--- src/design/mpbm_pkg.sv ---
// ----------------------------------------------------------------------------
// mpbm_pkg
// Shared constants, codes and types of the multi-pattern byte matcher.
// ----------------------------------------------------------------------------
package mpbm_pkg;

   localparam int NODE_CAPACITY    = 256;
   localparam int NODE_BITS        = $clog2(NODE_CAPACITY);
   localparam int NCOUNT_BITS      = NODE_BITS + 1;
   localparam int PATTERN_CAPACITY = 32;
   localparam int PAT_BITS         = 5;
   localparam int PCOUNT_BITS      = PAT_BITS + 1;
   localparam int POS_BITS         = 16;
   localparam int CHAR_BITS        = 8;
   localparam int ALPHABET_SIZE    = 256;
   localparam int GOTO_DEPTH       = NODE_CAPACITY * ALPHABET_SIZE;
   localparam int GOTO_ABITS       = NODE_BITS + CHAR_BITS;
   localparam int GOTO_WIDTH       = NODE_BITS + 1;
   localparam int MAX_RESULTS      = 32;
   localparam int HIT_BITS         = 6;

   localparam logic [1:0] ACT_ADD   = 2'd0;
   localparam logic [1:0] ACT_BUILD = 2'd1;
   localparam logic [1:0] ACT_SCAN  = 2'd2;

   localparam logic [1:0] KIND_ADD   = 2'd0;
   localparam logic [1:0] KIND_BUILD = 2'd1;
   localparam logic [1:0] KIND_HIT   = 2'd2;

   localparam logic [1:0] ST_OK        = 2'd0;
   localparam logic [1:0] ST_BUILT     = 2'd1;
   localparam logic [1:0] ST_NODE_FULL = 2'd2;
   localparam logic [1:0] ST_PAT_FULL  = 2'd3;

   typedef struct packed {
      logic [1:0]           action;
      logic [CHAR_BITS-1:0] data_byte;
      logic                 pattern_end;
      logic                 buffer_start;
   } cmd_type;

   typedef struct packed {
      logic [1:0]          kind;
      logic [1:0]          status;
      logic [PAT_BITS-1:0] id;
      logic [POS_BITS-1:0] pos;
      logic                last;
   } res_type;

endpackage

--- src/design/mpbm_front.sv ---
// ----------------------------------------------------------------------------
// mpbm_front
// Accepts request items, drops unused action codes, queues two deep.
// ----------------------------------------------------------------------------
module mpbm_front (
   input  logic                      clock,
   input  logic                      reset,
   input  logic                      req_valid,
   output logic                      req_stall,
   input  logic [1:0]                req_action,
   input  logic [7:0]                req_data_byte,
   input  logic                      req_pattern_end,
   input  logic                      req_buffer_start,
   input  logic                      clear_busy,
   input  logic                      cmd_pop,
   output logic                      cmd_valid,
   output mpbm_pkg::cmd_type         cmd
);
   import mpbm_pkg::*;

   cmd_type    slot_ff [2];
   logic       wr_ptr_ff, wr_ptr_in;
   logic       rd_ptr_ff, rd_ptr_in;
   logic [1:0] count_ff, count_in;
   logic       push;

   assign req_stall = (count_ff == 2'd2) || clear_busy;
   // unused action code: taken and dropped
   assign push = req_valid && !req_stall &&
                 ((req_action == ACT_ADD) || (req_action == ACT_BUILD) ||
                  (req_action == ACT_SCAN));

   assign cmd_valid = (count_ff != 2'd0);
   assign cmd       = slot_ff[rd_ptr_ff];

   always_comb begin
      wr_ptr_in = push ? !wr_ptr_ff : wr_ptr_ff;
      rd_ptr_in = cmd_pop ? !rd_ptr_ff : rd_ptr_ff;
      count_in  = count_ff + {1'b0, push} - {1'b0, cmd_pop};
   end

   always_ff @(posedge clock) begin
      if (reset) begin
         wr_ptr_ff <= 1'b0;
         rd_ptr_ff <= 1'b0;
         count_ff  <= 2'd0;
      end else begin
         wr_ptr_ff <= wr_ptr_in;
         rd_ptr_ff <= rd_ptr_in;
         count_ff  <= count_in;
      end
      if (push) begin
         slot_ff[wr_ptr_ff] <= '{action: req_action, data_byte: req_data_byte,
                                 pattern_end: req_pattern_end,
                                 buffer_start: req_buffer_start};
      end
   end

endmodule

--- config.mk ---
export PLATFORM = sky130hd
export DESIGN_NAME = mpbm_front
export DESIGN_NICKNAME = d
export VERILOG_FILES = /design/src/design/mpbm_pkg.sv /design/src/design/mpbm_front.sv
export SDC_FILE = /design/constraint.sdc
export NUM_CORES = 1
export LEC_CHECK = 0
export ABC_CLOCK_PERIOD_IN_PS = 3400
export BUFFER_PORTS_ARGS = -buffer_cell sky130_fd_sc_hd__buf_2
export CORE_MARGIN = 3
export CORE_UTILIZATION = 47
export DETAILED_ROUTE_END_ITERATION = 10
export GPL_TIMING_DRIVEN = 0
export HOLD_SLACK_MARGIN = 0.02
export PLACE_DENSITY = 0.73
export REMOVE_ABC_BUFFERS = 1
export SLEW_MARGIN = 10
export SYNTH_ARGS = -nofsm -noshare
export SYNTH_HDL_FRONTEND = slang
export SYNTH_SLANG_ARGS = --single-unit
--- constraint.sdc ---
create_clock -name clock -period 3.4 [get_ports clock]
set_input_delay 0.17 -clock clock [delete_from_list [all_inputs] [get_ports clock]]
set_output_delay 0.17 -clock clock [all_outputs]
set_load 0.05 [all_outputs]
# Word-level counts from Yosys, hierarchy flattened
# Memories as Yosys holds them, arrays and structs flattened. A register that Yosys moved wholly into a read port is not among the register bits.
# Index checks and enable logic that the tools add are counted.
[classes]
eq_ne = 3
n_addsub = 2
mux = 4
reduce_logical = 10
[op_table]
columns = ["op", "n"]
rows = [
  ["2-bit equality test, second input constant", 2],
  ["1-bit 2-to-1 mux", 4],
  ["1-bit zero test", 3],
  ["1-bit logical OR", 3],
  ["2-bit by 1-bit adder with 2-bit output", 1],
  ["2-bit by 1-bit equality test with 1-bit output, second input constant", 1],
  ["1-bit logical AND", 2],
  ["2-bit zero test", 1],
  ["2-bit nonzero test", 1],
  ["2-bit by 1-bit subtractor with 2-bit output", 1],
]
[totals]
mem_count = 1
inputBits = 17
output_inout_bits = 14
word_cells = 23
regBits = 4
ramBits = 24
[mem_list]
columns = ["memory", "depth", "word_bits", "rd", "rd_clocked_by_memory_dff", "wr", "line", "rtl"]
rows = [
  ["slot_ff", 2, 12, 1, 1, 1, "mpbm_front.sv:21", "cmd_type slot_ff [2];"],
]

# Longest topological paths before layout
[depth]
word_depth = 7
ltp_mapped = 8
depth_no_buf = 8

# Worst setup path after synthesis
# No wires, ideal clock.
[synth_path]
path_kind = "reg2reg"
start = "reg count_ff[1]"
end = "mem slot_ff[1][0] (netlist name) (enable)"
arrival_time_ns = 1.440
t_required_ns = 3.020
setup_time_ns = 0.380
setup_slack_ns = 1.580
period_less_slack_ns = 1.820
n_path_buf = 0
path_stages_with_launch = 4
cell_sequence = "dfxtp_1 nor2b_4 or3_2 nor2_1"
[synth_between]
elab_chain_cells = 7
[synth_lines]
columns = ["item", "line", "rtl"]
rows = [
  ["start, declared", "mpbm_front.sv:24", "logic [1:0] count_ff, count_in;"],
  ["start signal, assigned", "mpbm_front.sv:50", "count_ff <= count_in;"],
  ["2-bit equality test", "mpbm_front.sv:27", "assign req_stall = (count_ff == 2'd2) || clear_busy;"],
  ["1-bit logical OR", "mpbm_front.sv:27", ""],
  ["1-bit zero test", "mpbm_front.sv:29", "assign push = req_valid && !req_stall &&"],
  ["1-bit logical AND (2 in a row)", "mpbm_front.sv:29", ""],
  ["1-bit 2-to-1 mux", "mpbm_front.sv:52", "if (push) begin"],
  ["1-bit 2-to-1 mux (not written as such)", "mpbm_front.sv:53", "slot_ff[wr_ptr_ff] <= '{action: req_action, data_byte: req_data_byte,"],
  ["end, declared", "mpbm_front.sv:21", ""],
]
# Every way passes these cells.

# Worst setup path in the final report
# Ends and elaborated chain as after synthesis.

==> run_results.csv <==
group,metric,value,unit
floorplanning,die-area,2990,um2
finish,final_area,1400,um2
floorplanning,rows,16,
power,powerDensity,547,nW/um2
route,vias_per_cell,4.78,
clock_tree,numCtsBuffers,5,
finish,area_growth,26.0,%
hold_path,holdCritPathClass,"input pin to register",
clock_tree,root_buffer,"clkbuf_4",
route,wl,1.71,mm
finish,antennaDiodeCount,0,
setup_path,arrival,2.00,ns
synth,syn_area_per_cell,17.7,um2
synth,ys_types,17,
finish,most-common-layout-cells,"buf_2, edfxtp_1, mux2_2",
finish,nFillCells,160,
setup_path,cp_data_required_time,3.34,ns
global_routing,grt_pass1_wl,2.50,mm
sta,slew_viol_final,0,
finish,utilization,66.7,%
setup_path,cp-start-kind,"register",
clock_tree,post_cts_buffers,0,
sta,min_period,2.06,ns
floorplanning,initial_core_util,52.9,%
floorplanning,die_x,54.7,um
sta,setup_viol,0,
setup_path,setup.worst_path.start,"count_ff[1]",
placed_design,placed_area,1290,um2
clock_tree,cts_sinks,29,
sta,finalCritPeriodShare,60.5,%
sta,relSlewSlack,35.6,%
placed_design,io_buffers,30,
status,status,"completed",
route,drcViolationCount,0,
global_routing,grt_pass1_vias,594,
setup_path,critical_path.max_fanout,12,
finish,drive_above_1_share,50.9,%
sta,fmax,0.486,GHz
clock_tree,cts_buffer_depth,2,
sta,fin_setup_tns,0,ns
sta,rsz0062_at_grt,"false",
clock_tree,cts_tree,"built",
synth,ys_seq_elements,29,
route,drt_iter0_drc,10,
finish,regArea,821,um2
route,dr_total_vias,636,
synth,ys_warn_count,0,
sta,finalHoldViolCount,0,
clock_tree,cts_hold_buf,0,
synth,syn_inst,63,
finish,layout_commonest_cell,"buf_2",
synth,synth_area,1110,um2
global_routing,antenna_found_initial,0,
route,dr.pass1.iters,2,
placed_design,dp_hpwl,1.18,mm
power,ir_drop,0.392,mV
job,maxCapViolCount,0,
global_routing,grt_use_total,13.3,%
sta,tightest_slew,0.963,ns
finish,nNetsFinal,124,
floorplanning,ios,31,
clock_tree,ctsResizeCount,0,
finish,multi_input_area,275,um2
power,leakage,0.000554,uW
clock_tree,htree_levels,2,
global_routing,grt-ovfl-total,0,
sta,finClkSkew,0.00508,ns
setup_path,r2r_start,"count_ff[1]",
floorplanning,die_y,54.7,um
clock_tree,clk_latency,0.31,ns
clock_tree,cts.reportedPaths.clkPinSlew,0.09,ns
global_routing,grt_max_degree,13,
hold_path,min_from,"req_data_byte[7]",
floorplanning,core,2100,um2
route,ant_nets,0,
route,wl_per_cell,12.9,um
setup_path,end_kind,"register",
synth,synth_seq_area_share,73.8,%
placed_design,gp_congestion,0.639,
setup_path,worstSetupPathType,"register to register",
-- where the power goes --
group          internal, uW  switching (uW)  total [uW]
sequential              406            14.2         420
clock                  74.5             107         181
combinational          60.1             104         165
total                   541             225         766
-- metal layers --
layer	vias to the layer above	part of all wire, %	GRT usage (%)
met5	-	0	0
li1	319	-	-
met2	23	51	21.5
met3	4	7.7	7.36
met1	290	39	12.8
met4	0	2.2	8.71
-- cell usage after synthesis --
master,number,area share [%]
edfxtp_1,24,65
mux2_2,12,12
dfxtp_1,5,9.0
nor2_1,4,1.3
inv_1,3,1.0
ha_1,2,2.2
or2_2,2,1.1
xnor2_1,2,1.6
a21bo_2,1,0.90
a21oi_1,1,0.45
buf_2,1,0.45
nor2b_1,1,0.56
nor2b_4,1,1.2
o31ai_1,1,0.68
or3_2,1,0.68
or4_4,1,1.0
xor2_1,1,0.79
-- cell families after synthesis --
family,synth area share (%)
DFF,73.8
buffers and inverters,1.46
muxes,12.1
AOI/OAI and AO/OA,2.02
adders and majority gates,2.25
xor gates and xnor gates,2.36
and+or+nand+nor,5.96
-- layout make-up --
cell class              instances  area share, %
well taps                      27           2.41
clock inverters                 3          0.893
multi-input cells              30           19.6
clock buffers                   5           2.68
flip-flops and latches         29           58.6
inverters                       3          0.804
repair buffers                 36           15.0
-- final timing paths --
kind | to | slack [ns] | cells past startpoint
worst min register to register | wr_ptr_ff | 0.51 | 2
worst max register to register | slot_ff[1][0] | 1.34 | 3
worst max-delay path | slot_ff[1][0] | 1.34 | 3
worst min-delay path | slot_ff[0][9] | 0.04 | 1
-- sequential cells by signal, summed over array words and instances (netlist names), named ones only --
register and flops:
slot_ff 24, rd_ptr_ff 1, count_ff 2, wr_ptr_ff 1
-- metrics by stage --
| step | worst slack (ns) | instances | hold slack (ns) | total power (uW) |
|---|---|---|---|---|
| floorplan | 1.58 | 62 | 0.239 | 551 |
| global placement | 1.26 | 119 | 0.358 | 586 |
| detailed placement | 1.25 | 119 | 0.363 | 590 |
| CTS | 1.30 | 127 | 0.0220 | 776 |
| global route | 1.23 | 133 | 0.0214 | 811 |
| finish | 1.34 | 133 | 0.0442 | 766 |
-- worst max-delay path, cell delays in order (launching register included) --
cell and delay (ns):
dfxtp_1 0.34, nor2b_4 0.14, or3_2 0.46, nor2_1 0.74
No activity file was read; power rests on OpenSTA's default activity.
